[src/hdl/tld_pkg.sv]
// shared types and constants for the template list discovery block
// no dependencies; imported by tld_front, tld_engine and template_list_discovery
`default_nettype none

package tld_pkg;

    // stream widths, fields packed from the lowest bit up
    localparam int S_TDATA_W = 104;
    localparam int S_TUSER_W = 5;
    localparam int M_TDATA_W = 144;
    localparam int M_TUSER_W = 4;

    // incoming token classes
    localparam logic [3:0] CLS_TRIVIA   = 4'd1;
    localparam logic [3:0] CLS_IDENT    = 4'd2;
    localparam logic [3:0] CLS_LESS     = 4'd3;
    localparam logic [3:0] CLS_GT       = 4'd5;
    localparam logic [3:0] CLS_GTGT     = 4'd6;
    localparam logic [3:0] CLS_GTEQ     = 4'd7;
    localparam logic [3:0] CLS_GTGTEQ   = 4'd8;
    localparam logic [3:0] CLS_OPEN     = 4'd9;
    localparam logic [3:0] CLS_CLOSE    = 4'd10;
    localparam logic [3:0] CLS_BOUNDARY = 4'd11;
    localparam logic [3:0] CLS_LOGIC    = 4'd12;
    localparam logic [3:0] CLS_EQUAL    = 4'd13;

    // operation the back end carries out for a token
    typedef enum logic [3:0] {
        OP_OTHER,
        OP_TRIVIA,
        OP_IDENT,
        OP_LESS,
        OP_GT,
        OP_GTGT,
        OP_GTEQ,
        OP_GTGTEQ,
        OP_OPEN,
        OP_CLOSE,
        OP_RESET,
        OP_LOGIC
    } op_t;

    // output tags
    localparam logic [2:0] TAG_RAW     = 3'd0;
    localparam logic [2:0] TAG_TSTART  = 3'd1;
    localparam logic [2:0] TAG_TEND    = 3'd2;
    localparam logic [2:0] TAG_GREATER = 3'd3;
    localparam logic [2:0] TAG_EQUAL   = 3'd4;
    localparam logic [2:0] TAG_GEQUAL  = 3'd5;

    // record kinds
    localparam logic REC_TOKEN = 1'b0;
    localparam logic REC_RETAG = 1'b1;

    typedef struct packed {
        logic        start;
        op_t         op;
        logic [7:0]  code;
        logic [31:0] offset;
        logic [31:0] length;
        logic [31:0] column;
    } item_t;

    typedef struct packed {
        logic        kind;
        logic [2:0]  tag;
        logic [7:0]  raw;
        logic [31:0] position;
        logic [31:0] offset;
        logic [31:0] length;
        logic [31:0] column;
        logic        ovf;
        logic        last;
    } record_t;

endpackage

`default_nettype wire

[src/hdl/tld_front.sv]
// front end: accepts tokens, decodes the class into an operation and queues them
// depends on tld_pkg
`default_nettype none

module tld_front (
    input  logic                            aclk,
    input  logic                            aresetn,
    input  logic                            s_tvalid,
    output logic                            s_tready,
    // token_code, offset, length, column
    input  logic [tld_pkg::S_TDATA_W-1:0]   s_tdata,
    // stream_start, token_class
    input  logic [tld_pkg::S_TUSER_W-1:0]   s_tuser,
    output logic                            q_valid,
    input  logic                            q_ready,
    output tld_pkg::item_t                  q_item
);
    import tld_pkg::*;

    item_t      entry_reg [2];
    logic       wr_ptr_reg;
    logic       rd_ptr_reg;
    logic [1:0] count_reg;

    item_t      in_item;
    logic [3:0] cls;
    logic       push;
    logic       pop;

    always_comb begin
        cls = s_tuser[4:1];
        in_item.start  = s_tuser[0];
        in_item.code   = s_tdata[7:0];
        in_item.offset = s_tdata[39:8];
        in_item.length = s_tdata[71:40];
        in_item.column = s_tdata[103:72];
        unique case (cls) inside
            CLS_TRIVIA:             in_item.op = OP_TRIVIA;
            CLS_IDENT:              in_item.op = OP_IDENT;
            CLS_LESS:               in_item.op = OP_LESS;
            CLS_GT:                 in_item.op = OP_GT;
            CLS_GTGT:               in_item.op = OP_GTGT;
            CLS_GTEQ:               in_item.op = OP_GTEQ;
            CLS_GTGTEQ:             in_item.op = OP_GTGTEQ;
            CLS_OPEN:               in_item.op = OP_OPEN;
            CLS_CLOSE:              in_item.op = OP_CLOSE;
            CLS_BOUNDARY, CLS_EQUAL: in_item.op = OP_RESET;
            CLS_LOGIC:              in_item.op = OP_LOGIC;
            default:                in_item.op = OP_OTHER;
        endcase
    end

    assign s_tready = (count_reg != 2'd2);
    assign q_valid  = (count_reg != 2'd0);
    assign q_item   = entry_reg[rd_ptr_reg];
    assign push     = s_tvalid && s_tready;
    assign pop      = q_valid && q_ready;

    always_ff @(posedge aclk) begin
        if (push) begin
            entry_reg[wr_ptr_reg] <= in_item;
        end
        if (!aresetn) begin
            wr_ptr_reg <= 1'b0;
            rd_ptr_reg <= 1'b0;
            count_reg  <= 2'd0;
        end else begin
            if (push) begin
                wr_ptr_reg <= ~wr_ptr_reg;
            end
            if (pop) begin
                rd_ptr_reg <= ~rd_ptr_reg;
            end
            case ({push, pop})
                2'b10:   count_reg <= count_reg + 2'd1;
                2'b01:   count_reg <= count_reg - 2'd1;
                default: count_reg <= count_reg;
            endcase
        end
    end

endmodule

`default_nettype wire

[config.mk]
export PLATFORM = sky130hd
export DESIGN_NAME = tld_front
export DESIGN_NICKNAME = d
export VERILOG_FILES = /design/src/hdl/tld_pkg.sv /design/src/hdl/tld_front.sv
export SDC_FILE = /design/constraint.sdc
export NUM_CORES = 1
export LEC_CHECK = 0
export ABC_CLOCK_PERIOD_IN_PS = 6200
export BUFFER_PORTS_ARGS = -buffer_cell sky130_fd_sc_hd__buf_2
export CORE_MARGIN = 4
export CORE_UTILIZATION = 30
export CTS_CLUSTER_DIAMETER = 50
export DETAILED_ROUTE_END_ITERATION = 8
export GPL_TIMING_DRIVEN = 0
export PLACE_DENSITY = 0.58
export SLEW_MARGIN = 30
export SYNTH_ARGS = -nofsm -noshare
export SYNTH_HDL_FRONTEND = slang
export SYNTH_SLANG_ARGS = --single-unit
[constraint.sdc]
create_clock -name aclk -period 6.2 [get_ports aclk]
set_input_delay 0.93 -clock aclk [delete_from_list [all_inputs] [get_ports aclk]]
set_output_delay 0.93 -clock aclk [all_outputs]
set_load 0.01 [all_outputs]
# Yosys cells after proc, flatten, opt, wreduce, memory -nomap -nowiden
# Memory sizes are Yosys's and may differ from the RTL's. A register that Yosys moved wholly into a read port is not among the register bits.
# Cells that the tools add are included.
# W data, S select, Z words.
dict set report word_totals {
  ff_bits 4
  ramBits 218
  input_bits 113
  out_inout_bits 111
  mem_count 1
}
# memory words word_bits rd rd_ports_with_merged_regs write_ports line
set mem_list {}
lappend mem_list {entry_reg 2 109 1 1 1 tld_front.sv:20} ;# item_t entry_reg [2];
dict set report op_classes {
  n_addsub 2
  eq_ne 15
  n_mux 6
  bitwise_logic 2
  n_reduce_logical 5
}
# operator n
set op_table {}
lappend op_table {{$pmux W4 S11} 1}
lappend op_table {{$eq A4 B4 Y1 const B} 6}
lappend op_table {{$eq A4 B3 Y1 const B} 3}
lappend op_table {{$eq A4 B2 Y1 const B} 2}
lappend op_table {{$eq A4 B1 Y1 const B} 1}
lappend op_table {{$mux W1} 4}
lappend op_table {{$pmux W2 S2} 1}
lappend op_table {{$reduce_bool A2 Y1} 2}
lappend op_table {{$add A2 B1 Y2 const B} 1}
lappend op_table {{$eq A2 B1 Y1 const B} 1}
lappend op_table {{$eq A2 B2 Y1 const B} 1}
lappend op_table {{$logic_and A1 B1 Y1} 2}
lappend op_table {{$ne A2 B2 Y1 const B} 1}
lappend op_table {{$not A1 Y1} 2}
lappend op_table {{$reduce_or A2 Y1} 1}
lappend op_table {{$sub A2 B1 Y2 const B} 1}

# Depth between registers and ports, before layout
dict set report logic_depth {
  word_depth 4
  depth_mapped 6
  ltp_nobuf 6
}

# Least setup slack after synthesis
# No wires, ideal clock.
dict set report synth_timing {
  path_type {input-to-reg}
  startpoint {input s_tvalid}
  endpoint {memory entry_reg[1][0] (netlist bit), enable pin}
  setup_ns 0.481
  t_arrival_ns 3.499
  required_time_ns 5.719
  path_slack_ns 2.220
  stages 1
  path_buffers 0
  cell_sequence {and3_1}
}
dict set report synth_via {
  elab_chain_cells 3
}
# element line
set synth_lines {}
lappend synth_lines {{start, declared} tld_front.sv:8} ;# input logic s_tvalid,
lappend synth_lines {{$logic_and A1 B1 Y1} tld_front.sv:56} ;# assign push = s_tvalid && s_tready;
lappend synth_lines {{$mux W1} tld_front.sv:60} ;# if (push) begin
lappend synth_lines {{$mux W1 (not written as such)} tld_front.sv:61} ;# entry_reg[wr_ptr_reg] <= in_item;
lappend synth_lines {{end, declared} tld_front.sv:20}
# No other way between the ends.

==> summary.txt <==
STA
  – Fin Clk Skew: 0.0110 ns
  – Slew at the pin closest to its max-slew limit: a little over 0.6 ns
  – Setup TNS: 0 ns
  – Slew Limit Fails: 0
  – Relative slew slack: roughly three fifths
  – Number of failing hold endpoints at the final stage: 0
  – Final critical delay including setup and external delays: 2.89 ns
  – Fmax: 346 MHz
  – Post-route fraction of the period consumed by the critical path: between 40% and 50%
  – RSZ-0062 raised after global routing: no
  – Final worst slack: about 3.3 ns
  – Number of setup violations in the final report: 0

GRT
  – Number of antenna violations at the first check in global routing: 0
  – First-pass GRT wire length: 25400 um
  – Number of global-route vias before repair: around 4700
  – Total routing usage reported by global routing: 10.5%
  – Maximum number of pins on one net before global-route repair: 57
  – Remaining global-route overflow: 0

Power
  – PnR Total Power: 4460 uW
  – Internal cell power: ~3300 uW
  – VDD IR-drop max: 0.000369 V
  – Reported leakage power: 0.00393 uW
  – Switching share of power: 27.0%
  – Relative contribution of sequential cells to total power: 43.7%
  – Comb power frac: 24.9%
  – Clock share of power: 31.4%
  – Switch Pwr: approximately 1200 uW
  – Power density relative to cell area: roughly 420 nW/um^2

Cells and area
  – Number of filler cells placed in the layout: between 2000 and 2500
  – Synth-to-layout area growth: 29.8%
  – Ratio of cells with drive above 1 in the final layout: 60.0%
  – Post-layout net count: 747
  – Count of inserted antenna diode cells: 0
  – Max FFs per register: ~220
  – Multi-input gate area: 1450 sq um
  – Count of non-filler cells in the finished layout: between 900 and 1000
  – Final instance area: 10600 sq um
  – Register area: 6650 sq um

Placed design
  – Post-detail-place hpwl: about 12000 um
  – Final RePlAce weighted congestion: 0.720
  – Pre-CTS WS: ~3.7 ns
  – Inst Count DP: 946
  – Count of input and output buffers: around 220
  – Placement-stage cell area: around 10000 sq um

Clocking
  – Total number of H-tree levels: 1
  – Clock latency on the worst-skew pair: 0.51 ns
  – Maximum count of clock buffers along a single path: 3
  – Reg clk slew, reported paths: around 0.050 ns
  – Hold-fix buffer count after cts: 0
  – Inserted Clock Buffers: 26
  – CTS-repair resized insts: 0
  – Post-CTS repair timing setup buffer count: 0
  – # clock sinks: 223
  – Root Buffer: clkbuf_16
  – CTS tree: built

Synthesis
  – Number of flip-flops and latches in the synthesized netlist: 223
  – Number of instances in the synthesized netlist: between 300 and 400
  – Ys Warns: 0
  – Average footprint of a synthesized cell: 21.6 sq um
  – Distinct cell type count of the synthesized netlist: 25
  – Proportion of synthesized chip area in sequential cells: 81.3%
  – Post-Synthesis Net Count: 493
  – Post-synthesis instance area: 8170 sq um

Worst setup path
  – Kind of start point of the critical path: flip-flop
  – Setup crit end kind: output pin
  – Crit path max fanout: 10
  – Data required time of the worst path: 5.27 ns
  – Data arrival time at the worst-slack endpoint: 1.96 ns
  – Critical path start-end classification: flip-flop to output pin

Detailed routing
  – Number of nets with antenna violations after detailed routing: 0
  – Detailed router's first-iteration violation count: ~200
  – Vias after detailed routing: 4331
  – Routed Wire Length: 16600 um
  – Total DRC errors in the routed layout: 0
  – First-pass iteration count of the detailed router: 6
  – Routed length per placed instance: 16.8 um
  – Average via count per standard cell: 4.37

Die
  – Starting Density: 30.4%
  – Die Area: 29900 sq um
  – Core Rows: 60
  – Core area: 26900 sq um
  – Chip Height: 173 um
  – X dimension of the die: 173 um
  – Ports: 224

Run
  – Max-cap check violation count: 0

Status
  – Status: finished, final reports clean

Min path
  – Hold crit path type: flip-flop to flip-flop
==> worst max-delay path: stages (launching register included) <==
cell     delay [ns]
dfxtp_1        0.30
buf_2          0.28
buf_2          0.34
mux2_2         0.39
buf_2          0.14
==> layout make-up <==
class	count	share of cell area, %
flip-flops and latches	223	62.7
multi-input cells	142	13.7
repair buffers	226	11.2
clock buffers	31	6.51
well taps	341	4.02
clock inverters	14	1.12
plain buffers	12	0.684
inverters	2	0.142
==> power by group through the flow <==
stage / combinational (uW) / clock [uW] / sequential (uW)
after CTS: 1150 / 1460 / 1950
after global routing: 1210 / 1530 / 1970
final: 1110 / 1400 / 1950
after detailed placement: 1140 / 0 / 1980
after floorplan: 684 / 0 / 1990
after global placement: 1100 / 0 / 2010
==> kinds of logic after synthesis <==
kind of cell | Yosys count | synth area share (%)
flip-flops | 223 | 81.3
multiplexers | 109 | 15.0
buffers and inverters | 14 | 0.980
XOR/XNOR | 3 | 0.322
AND/OR/NAND/NOR | 17 | 1.18
adder cells (fa/ha/maj) | 1 | 0.153
AO/OA/AOI/OAI | 12 | 0.995
==> synthesized netlist by cell type, drive strengths merged <==
library cell,number,share of area [%]
buf,12,0.89
nand2b,2,0.15
inv,2,0.092
nand3b,2,0.18
a21bo,1,0.12
xnor2,3,0.32
and3,1,0.077
o21ai,5,0.31
or2,1,0.077
a21boi,3,0.28
o31a,1,0.11
nand2,4,0.18
nor2b,2,0.15
mux2,109,15
and2,1,0.077
and3b,1,0.11
dfxtp,5,1.2
edfxtp,218,80
or3,1,0.077
ha,1,0.15
o21a,1,0.092
nor2,2,0.092
o211ai,1,0.092
==> per-layer routing <==
metal / part of all wire (%) / vias up / GRT usage, %
met5: 0 / - / 0
met4: 1.9 / 0 / 2.83
met3: 8.9 / 33 / 4.15
li1: - / 2013 / -
met2: 51 / 153 / 18.9
met1: 38 / 2132 / 11.6
==> placed cells by master (no fill, tap or decap), types with 3 or more instances in the layout <==
cell / n
mux2_2: 109
clkinv_2: 5
edfxtp_1: 218
dfxtp_1: 5
o21ai_0: 5
clkbuf_1: 4
buf_2: 233
clkinvlp_4: 3
clkbuf_16: 27
nand2_1: 4
xnor2_1: 3
==> stage by stage <==
step,util [%],hold slack [ns]
after floorplan,-,0.479
after global placement,36.1,0.492
after detailed placement,36.4,0.533
after CTS,39.5,0.546
after global routing,39.5,0.574
final,39.5,0.540
==> worst paths after layout <==
| check | startpoint | to | slack (ns) | cells after the start |
|---|---|---|---|---|
| worst min register to register | rd_ptr_reg | flip-flop | 0.54 | 2 |
| worst max-delay path | flip-flop | q_item[22] | 3.31 | 4 |
| worst max register to register | count_reg[0] | entry_reg[0][63] | 4.24 | 4 |
| worst min-delay path | rd_ptr_reg | flip-flop | 0.54 | 2 |
No activity file was read; power rests on OpenSTA's default activity.
